<file path="src/rtl/core/dmxr_pkg.sv">
package dmxr_pkg;

    // Field widths
    localparam int SLOT_W  = 10;
    localparam int WIN_W   = SLOT_W + 1;
    localparam int BYTE_W  = 8;
    localparam int CHAN_W  = 3;

    // Special character codes
    localparam logic [BYTE_W-1:0] BREAK_DATA = 8'h00;
    localparam logic [BYTE_W-1:0] SC_DMX     = 8'h00;
    localparam logic [BYTE_W-1:0] SC_RDM     = 8'hCC;

    // Address after reset
    localparam logic [SLOT_W-1:0] ADDR_RESET = 10'd1;

    // Receive phase, encoded as reported on rx_mode
    typedef enum logic [1:0] {
        PH_IDLE  = 2'd0,
        PH_BREAK = 2'd1,
        PH_DMX   = 2'd2,
        PH_RDM   = 2'd3
    } phase_t;

    // One result word
    typedef struct packed {
        logic              write_valid;
        logic [CHAN_W-1:0] channel_index;
        logic [BYTE_W-1:0] channel_value;
        phase_t            rx_mode;
        logic              frame_end;
    } res_t;

endpackage

</file>
<file path="src/rtl/core/dmxr_slot_decode.sv">
module dmxr_slot_decode
    import dmxr_pkg::*;
#(
    parameter int FIXTURE_CHANNELS = 7,
    parameter int SLOTS_PER_FRAME  = 512
) (
    input  logic              clk,
    input  logic              rst_n,
    input  logic              step,
    input  logic [BYTE_W-1:0] rx_byte,
    input  logic              stop_bit,
    input  logic [SLOT_W-1:0] device_address,
    output res_t              res
);

    localparam logic [WIN_W-1:0]  WIN_LEN   = WIN_W'(FIXTURE_CHANNELS);
    localparam logic [SLOT_W-1:0] LAST_SLOT = SLOT_W'(SLOTS_PER_FRAME);

    phase_t            phase_reg, phase_next;
    logic              armed_reg, armed_next;
    logic [SLOT_W-1:0] slot_reg, slot_next;

    logic              is_break;
    logic [SLOT_W-1:0] slot_inc;
    logic [WIN_W-1:0]  slot_wide;
    logic [WIN_W-1:0]  addr_wide;
    logic              in_window;
    logic [CHAN_W-1:0] offset;

    // Frame state
    always_ff @(posedge clk or negedge rst_n)
    begin
        if (!rst_n)
        begin
            phase_reg <= PH_IDLE;
            armed_reg <= 1'b0;
            slot_reg  <= '0;
        end
        else if (step)
        begin
            phase_reg <= phase_next;
            armed_reg <= armed_next;
            slot_reg  <= slot_next;
        end
    end

    // Slot window compare, done one bit wider than the address
    assign is_break  = (!stop_bit) && (rx_byte == BREAK_DATA);
    assign slot_inc  = slot_reg + SLOT_W'(1);
    assign slot_wide = {1'b0, slot_inc};
    assign addr_wide = {1'b0, device_address};
    assign in_window = (slot_wide >= addr_wide) && (slot_wide < (addr_wide + WIN_LEN));
    // only the low bits of the offset are reported
    assign offset    = slot_inc[CHAN_W-1:0] - device_address[CHAN_W-1:0];

    // Next state and result
    always_comb
    begin
        phase_next = phase_reg;
        armed_next = armed_reg;
        slot_next  = slot_reg;
        res        = '0;

        if (is_break)
        begin
            armed_next = 1'b1;
            phase_next = PH_BREAK;
        end
        else if (armed_reg && stop_bit)
        begin
            case (phase_reg)
                PH_BREAK:
                begin
                    if (rx_byte == SC_DMX)
                    begin
                        phase_next = PH_DMX;
                        slot_next  = '0;
                    end
                    else if (rx_byte == SC_RDM)
                        phase_next = PH_RDM;
                    else
                        phase_next = PH_IDLE;
                end
                PH_DMX:
                begin
                    slot_next = slot_inc;
                    if (in_window)
                    begin
                        res.write_valid   = 1'b1;
                        res.channel_index = offset;
                        res.channel_value = rx_byte;
                    end
                    // last slot closes the frame, window or not
                    if (slot_inc == LAST_SLOT)
                    begin
                        slot_next     = '0;
                        armed_next    = 1'b0;
                        res.frame_end = 1'b1;
                    end
                end
                default:
                begin
                    phase_next = phase_reg;
                end
            endcase
        end

        res.rx_mode = phase_next;
    end

endmodule

</file>
<file path="src/rtl/core/dmxr_out_stage.sv">
module dmxr_out_stage
    import dmxr_pkg::*;
(
    input  logic clk,
    input  logic rst_n,
    input  logic load,
    input  res_t res_in,
    input  logic out_ready,
    output logic can_load,
    output logic out_valid,
    output res_t res_out
);

    logic out_valid_reg, out_valid_next;
    res_t res_reg;

    // Free when empty or when the held word leaves this cycle
    assign can_load       = (!out_valid_reg) || out_ready;
    assign out_valid_next = load || (out_valid_reg && !out_ready);

    always_ff @(posedge clk or negedge rst_n)
    begin
        if (!rst_n)
            out_valid_reg <= 1'b0;
        else
            out_valid_reg <= out_valid_next;
    end

    // Payload, no reset
    always_ff @(posedge clk)
    begin
        if (load)
            res_reg <= res_in;
    end

    assign out_valid = out_valid_reg;
    assign res_out   = res_reg;

endmodule

</file>
<file path="src/rtl/core/dmxr_slot_receiver_top.sv">
// DMX512 slot receiver. Each input word is one received UART character (data
// byte plus ninth stop bit); each yields exactly one result word giving the
// phase after that byte and, for slots device_address up to
// device_address + FIXTURE_CHANNELS - 1, a channel write. A zero byte with
// stop bit 0 is a break and rearms start-code detection; slot SLOTS_PER_FRAME
// closes the frame. A word is taken every clock cycle while in_ready is high;
// it is held in the input register and decoded into the result register once
// the output stage can load; the result register holds while out_ready is low
// and the input register holds while the result register cannot load.
// device_address resets to 1 and is written through cfg_wr_en/cfg_wr_data
// only while no word is in flight: a rule for the user, unchecked by the block.
module dmx512_slot_receiver
    import dmxr_pkg::*;
#(
    parameter int FIXTURE_CHANNELS = 7,
    parameter int SLOTS_PER_FRAME  = 512
) (
    input  logic              clk,
    input  logic              rst_n,
    input  logic              cfg_wr_en,
    input  logic [SLOT_W-1:0] cfg_wr_data,
    input  logic              in_valid,
    output logic              in_ready,
    input  logic [BYTE_W-1:0] rx_byte,
    input  logic              stop_bit,
    output logic              out_valid,
    input  logic              out_ready,
    output logic              write_valid,
    output logic [CHAN_W-1:0] channel_index,
    output logic [BYTE_W-1:0] channel_value,
    output logic [1:0]        rx_mode,
    output logic              frame_end
);

    logic [SLOT_W-1:0] addr_reg;
    logic              in_valid_reg, in_valid_next;
    logic [BYTE_W-1:0] byte_reg;
    logic              stop_reg;
    logic              can_load;
    logic              advance;
    res_t              res_dec;
    res_t              res_q;

    // Address register
    always_ff @(posedge clk or negedge rst_n)
    begin
        if (!rst_n)
            addr_reg <= ADDR_RESET;
        else if (cfg_wr_en)
            addr_reg <= cfg_wr_data;
    end

    // Input register
    assign advance       = in_valid_reg && can_load;
    assign in_ready      = (!in_valid_reg) || advance;
    assign in_valid_next = (in_valid && in_ready) || (in_valid_reg && !advance);

    always_ff @(posedge clk or negedge rst_n)
    begin
        if (!rst_n)
            in_valid_reg <= 1'b0;
        else
            in_valid_reg <= in_valid_next;
    end

    always_ff @(posedge clk)
    begin
        if (in_valid && in_ready)
        begin
            byte_reg <= rx_byte;
            stop_reg <= stop_bit;
        end
    end

    dmxr_slot_decode #(
        .FIXTURE_CHANNELS (FIXTURE_CHANNELS),
        .SLOTS_PER_FRAME  (SLOTS_PER_FRAME)
    ) u_decode (
        .clk            (clk),
        .rst_n          (rst_n),
        .step           (advance),
        .rx_byte        (byte_reg),
        .stop_bit       (stop_reg),
        .device_address (addr_reg),
        .res            (res_dec)
    );

    dmxr_out_stage u_out (
        .clk       (clk),
        .rst_n     (rst_n),
        .load      (advance),
        .res_in    (res_dec),
        .out_ready (out_ready),
        .can_load  (can_load),
        .out_valid (out_valid),
        .res_out   (res_q)
    );

    assign write_valid   = res_q.write_valid;
    assign channel_index = res_q.channel_index;
    assign channel_value = res_q.channel_value;
    assign rx_mode       = res_q.rx_mode;
    assign frame_end     = res_q.frame_end;

endmodule
</file>
<file path="config.mk">
export PLATFORM = sky130hd
export DESIGN_NAME = dmx512_slot_receiver
export DESIGN_NICKNAME = d
export VERILOG_FILES = /design/src/rtl/core/dmxr_pkg.sv /design/src/rtl/core/dmxr_slot_decode.sv /design/src/rtl/core/dmxr_out_stage.sv /design/src/rtl/core/dmxr_slot_receiver_top.sv
export SDC_FILE = /design/constraint.sdc
export NUM_CORES = 1
export LEC_CHECK = 0
export BUFFER_PORTS_ARGS = -buffer_cell sky130_fd_sc_hd__buf_2
export CAP_MARGIN = 15
export CORE_ASPECT_RATIO = 1.75
export CORE_MARGIN = 10
export CORE_UTILIZATION = 52
export DETAILED_ROUTE_END_ITERATION = 10
export GPL_TIMING_DRIVEN = 0
export PLACE_DENSITY = 0.76
export SYNTH_ARGS = -nofsm -noshare
export SYNTH_HDL_FRONTEND = slang
export SYNTH_HIERARCHICAL = 1
export SYNTH_SLANG_ARGS = --single-unit
</file>
<file path="constraint.sdc">
create_clock -name clk -period 2.9 [get_ports clk]
set_input_delay 0.58 -clock clk [delete_from_list [all_inputs] [get_ports clk]]
set_output_delay 0.58 -clock clk [all_outputs]
set_load 0.005 [all_outputs]
</file>
==> qor.yml, run 1 <==
outcome: "complete, but fails checks"
violations: "negative setup slack"
pre_cts_slack_ns: -0.498
worst_pin_slew_ns: 0.894
rows: 35
fp.dieW_um: 76.3
first_pass_iters: 4
p_per_area_mw_per_mm2: 472
clock_skew_ns: 0.0133
slew_headroom_pct: 40.4
grt_first_pass_wirelength_um: 11000
maxSlewViolCount: 0
largest_reg_flops: 15
initial_core_util_pct: 53.9
overflow: 0
reg2reg_from: "addr_reg[0]"
regToRegSetupSlack_ns: -0.06
first_global_vias: 2350
yosysUniqueCellTypes: 52
worstPathArrival_ns: 3.09
ys_warn_count: 6
n_antenna_cell: 0
track_usage_pct: 14.7
grt_start_max_net_pins: 26
crit_path_end_kind: "flop"
synthTopCellsByArea: "edfxtp_1 (25%), dfrtp_1 (21%), ha_1 (10%)"
syn_nets: 302
htreeDepth: 2
clockBufferDepth: 2
syn_area_per_cell_um2: 11.4
wl_per_cell_um: 18.3
route.detailed.drc: 0
grt_setup_unrepaired: "yes"
coreArea_mm2: 0.00534
chipHeight_um: 118
placed_cell_area_mm2: 0.00317
fmax_mhz: 338
critPathLaunch: "addr_reg[0]"
critPathKind: "reg2reg"
fin_setup_tns_ns: -0.501
setup_viol: 12
vdd_drop_max_v: 0.000398
synthFlopType: "edfxtp_1"
ys_seq_area_share_pct: 46.8
cts_tree: "yes"
place.gp.congestion: 0.820
synth_edf_count: 24
syn_area_mm2: 0.00288
drtAntennaViolNets: 0
drv_cap: 0
yosys.area.top_type: "edfxtp_1"
finalCritPeriodShare_pct: 102
startpoint_type: "flop"
routed_via_density: 5.68
total_power_mw: 1.73
leakage_nw: 1.64
final_nets: 354
path_buf_inv: 2
critPathRequiredTime_ns: 3.03
synthArstFlopShare_pct: 51.0
min_path_type: "in2async"
wirelength_um: 6940
ys_ff_latch: 49
routed-via-count: 2158
post-route-cell-area_mm2: 0.00368
drive_above_1_share_pct: 37.9
cts.clk_slew.worst_paths_ns: 0.09
layout_min_cycle_time_ns: 2.96
critPathSlowestCell: "dfstp_2"
worst_slack_ns: -0.0550
area_growth_pct: 27.7
crit_chain: "inv_2, ha_2, nand2b_1, nand4_1, nor3_2, xnor2_1, ha_1, a2111oi_4, a32oi_4, buf_4, nor4b_2"
netlist.area_leader.share_pct: 25.0
clock-root-buffer: "clkbuf_8"
io_pins: 41
synth_cells: 253
worstPathMaxFanout: 3
cts_sinks: 49
antenna_found_initial: 0
max_stage_delay_ns: 0.58
clk_latency_ns: 0.31
place_hpwl_um: 4720
cts_buffers: 5
die_area_mm2: 0.00903
cpLargestDelayFamily: "simple AND/OR/NAND/NOR gates"
drt_iter0_drc: 127
io_buffers: 39
hold_viol_final: 0
fin_util_pct: 68.9
==> what timing repair did <==
| action | CTS | global route |
|---|---|---|
| pin swaps | 7 | 18 |
| cloned | 1 | 0 |
| hold buffers | 0 | 0 |
| endpoints found under the setup margin | 12 | 12 |
| resized for setup | 29 | 35 |
| buffers inserted | 6 | 2 |
==> worst register-to-register path: cells and delay by family (launching register included) <==
| family | cells | cell delay (ns) |
|---|---|---|
| compound gates | 2 | 0.65 |
| xor+xnor | 1 | 0.15 |
| fa+ha+maj | 2 | 0.49 |
| buf+inv | 2 | 0.25 |
| flops | 1 | 0.58 |
| simple gates | 4 | 0.67 |
==> final timing paths <==
check | end | depth (start not counted)
worst max-delay path | u_out/res_out[4] | 11
worst min-delay path | addr_reg[1] | 1
worst max register to register | u_out/res_out[4] | 11
worst min register to register | in_valid_reg | 2
max in group asynchronous | u_decode/slot_reg[2] | 1
min in group clk | byte_reg[3] | 1
==> where the power goes <==
| group | internal [mW] | switching (mW) |
|---|---|---|
| Combinational | 0.147 | 0.165 |
| Clock | 0.347 | 0.241 |
| Sequential | 0.790 | 0.0438 |
==> cell usage after synthesis, drive strengths merged (6+ instances only) <==
cell type and n:
dfrtp 24, o21a 6, o21ai 10, xnor2 11
inv 16, clkbuf 8, xor2 7, nand4 6
nor4b 9, edfxtp 24, nor3 9, mux2 11
nand3 9, nor2 9, ha 24, nand2 20
==> placed cells by master (no fill, tap or decap), types with 7 or more instances in the layout <==
master     n
xnor2_1    9
dfrtp_1   22
nand3_1    8
nor4b_4    7
nand2_1   18
mux2_4    10
buf_2     40
nor2_1     7
ha_1      21
inv_1     14
buf_4      8
edfxtp_1  24
o21ai_1    7
==> final cells by class <==
type,instances,area (µm²)
fillers,395,1660
multi-input cells,178,1710
flip-flops and latches,49,1350
inverters,16,60.1
clock buffers,5,68.8
well taps,74,92.6
clock inverters,3,68.8
repair buffers,48,274
plain buffers,7,57.6
==> stage by stage <==
| step | hold WS, ns | cells |
|---|---|---|
| global route | 0.308 | 380 |
| global placement | 0.486 | 366 |
| finish | 0.263 | 380 |
| floorplan | 0.284 | 253 |
| detailed placement | 0.499 | 366 |
| CTS | 0.295 | 378 |
==> cell families (layout without fill, tap and decap cells) <==
kind of cell	Yosys count	count (layout)	share of synthesized area [%]
compound gates	42	42	10.9
mux	11	11	5.60
buf+inv	26	79	3.69
xor+xnor	18	18	5.47
fa+ha+maj	25	25	11.1
flops	49	49	46.8
simple gates	82	82	16.4
==> layer usage <==
layer	global-route usage (%)	wire, µm	vias to the layer above
met3	3.41	221	23
met4	7.13	277	0
met1	13.9	2450	1042
met2	28.5	3990	59
li1	-	-	1034
met5	0	0	-
Power figures use the tool's default switching activity.
==> inputs of run 2 (changes only) <==
--- a/config.mk
+++ b/config.mk
@@ -5,10 +5,10 @@
 export SDC_FILE = /design/constraint.sdc
 export NUM_CORES = 1
 export LEC_CHECK = 0
+export ABC_CLOCK_PERIOD_IN_PS = 2900
 export BUFFER_PORTS_ARGS = -buffer_cell sky130_fd_sc_hd__buf_2
 export CAP_MARGIN = 15
 export CORE_ASPECT_RATIO = 1.75
-export CORE_MARGIN = 10
 export CORE_UTILIZATION = 52
 export DETAILED_ROUTE_END_ITERATION = 10
 export GPL_TIMING_DRIVEN = 0
==> run 2 against run 1 <==
  * The flow still finishes with violations (negative setup slack)
  * Critical path depth did not move
  * Maximum frequency decreased by 3.8%
  * Sequential cell count did not move
  * Count of clock-buffer cells in the layout rose by 1
  * First-iteration DRC count shrank 54%
  * Clock power down 32%
  * Via count up 1.0%
  * Combinational power barely moved
  * Core utilization shrank 0.47 points
  * Final area shrank 1.5%
  * Critical path type unchanged
  * Highest routed layer unchanged
==> qor.yml, run 2 (synthesis results as in run 1) <==
cpLargestDelayFamily: "simple AND/OR/NAND/NOR gates"
drt_iter0_drc: 58  # -54%
fmax_mhz: 326  # -3.8%
track_usage_pct: 23.0  # +8.2 points
initial_core_util_pct: 54.4  # +0.45 points
routed-via-count: 2180  # +1.0%
first_pass_iters: 4  # unchanged
clk_latency_ns: 0.30  # about the same
wl_per_cell_um: 17.1  # -6.6%
htreeDepth: 2  # unchanged
n_antenna_cell: 0  # unchanged
io_pins: 41  # unchanged
startpoint_type: "flop"
wirelength_um: 6500  # -6.4%
antenna_found_initial: 0  # unchanged
drive_above_1_share_pct: 38.4  # +0.53 points
crit_chain: "buf_6, nor3_4, or3_4, nor2_4, nand4_1, xnor2_1, ha_2, a2111oi_4, a32oi_2, buf_4, nor4b_1"
routed_via_density: 5.72  # +0.75%
total_power_mw: 1.55  # -11%
clockBufferDepth: 2  # unchanged
clock_skew_ns: 0.00866  # -0.00466 ns
layout_min_cycle_time_ns: 3.07  # +0.116 ns
cts_buffers: 5  # unchanged
place.gp.congestion: 0.819  # -0.11%
critPathLaunch: "addr_reg[0]"
clock-root-buffer: "clkbuf_8"
worst_slack_ns: -0.171  # -0.116 ns
rows: 35  # unchanged
first_global_vias: 2222  # -5.4%
layout_common_cells: "buf_2 (40), edfxtp_1 (24), dfrtp_1 (20), ha_1 (20), nand2_1 (17)"
io_buffers: 39  # unchanged
worstPathArrival_ns: 3.15  # +0.06 ns
worst_pin_slew_ns: 0.933  # +0.0395 ns
p_per_area_mw_per_mm2: 428  # -9.3%
reg2reg_from: "addr_reg[0]"
largest_reg_flops: 15  # unchanged
critPathSlowestCell: "dfstp_2"
leakage_nw: 1.59  # -2.9%
setup_viol: 12  # unchanged
pre_cts_slack_ns: -0.595  # -0.0968 ns
layout_commonest_cell: "buf_2"
route.detailed.drc: 0  # unchanged
vdd_drop_max_v: 0.000404  # +1.5%
finalCritPeriodShare_pct: 106  # +4.0 points
drtAntennaViolNets: 0  # unchanged
place_hpwl_um: 4370  # -7.5%
fp.dieW_um: 58.3  # -24%
grt_setup_unrepaired: "yes"
path_buf_inv: 2  # unchanged
worstPathMaxFanout: 3  # unchanged
outcome: "complete, but fails checks"
fin_setup_tns_ns: -0.524  # -0.0231 ns
maxSlewViolCount: 0  # unchanged
final_nets: 355  # +0.28%
area_growth_pct: 25.8
drv_cap: 0  # unchanged
grt_first_pass_wirelength_um: 10100  # -8.0%
die_area_mm2: 0.00585  # -35%
hold_viol_final: 0  # unchanged
critPathKind: "reg2reg"
cts.clk_slew.worst_paths_ns: 0.09  # about the same
overflow: 0  # unchanged
grt_start_max_net_pins: 26  # unchanged
cts_tree: "yes"
chipHeight_um: 100  # -15%
min_path_type: "in2async"
coreArea_mm2: 0.00530  # -0.82%
violations: "negative setup slack"
critPathRequiredTime_ns: 2.98  # -0.05 ns
crit_path_end_kind: "flop"
cts_sinks: 49  # unchanged
max_stage_delay_ns: 0.58  # about the same
slew_headroom_pct: 37.8  # -2.6 points
[run 2: cell count changes in the layout (fill, tap and decap cells not counted), sizes merged]
cell	delta
bufinv	-2
buf	-1
inv	-1
clkinvlp	+2
clkbuf	+3
[run 2: path summary, 6_finish.rpt]
path	slack (ns)	depth (start not counted)	end
worst max-delay path	-0.17	11	u_out/res_out[4]
worst min-delay path	0.28	1	addr_reg[1]
worst max register to register	-0.17	11	u_out/res_out[4]
worst min register to register	0.53	2	in_valid_reg
max in group asynchronous	2.20	1	u_decode/slot_reg[2]
min in group clk	0.44	1	stop_reg
[run 2: what timing repair did]
action | 4_1_cts | 5_1_grt
buffers inserted | 5 | 4
cloned | 1 | 0
endpoints found under the setup margin | 12 | 12
hold buffers | 0 | 0
pin swaps | 5 | 13
gates resized for setup | 31 | 32
[run 2: cell type report]
cell class / instances / area [µm²]
Sequential cell: 49 / 1350
Tap cell: 74 / 92.6
Inverter: 16 / 60.1
Clock buffer: 6 / 72.6
Fill cell: 393 / 1680
Clock inverter: 2 / 15.0
Buffer: 7 / 57.6
Multi-Input combinational cell: 178 / 1690
Timing Repair Buffer: 49 / 280
[run 2: per-layer routing]
layer / vias to the layer above / track usage, % / routed length [µm]
li1: 1029 / - / -
met1: 1080 / 24.1 / 2490
met2: 48 / 43.0 / 3580
met3: 23 / 3.47 / 175
met4: 0 / 11.4 / 252
met5: - / 0 / 0
[run 2: power breakdown]
part,switching (mW),internal [mW],total (mW)
Sequential,0.0449,0.790,0.835
Combinational,0.165,0.150,0.315
Clock,0.230,0.170,0.401
Total,0.440,1.11,1.55
[run 2: stage by stage]
stage	area [µm²]	hold slack [ns]	utilization, %	instances
finish	3620	0.277	68.4	381
global route	3620	0.323	68.4	381
CTS	3450	0.290	65.1	378
detailed placement	3170	0.495	59.8	366
global placement	3170	0.486	59.8	366
floorplan	2880	0.284	-	253
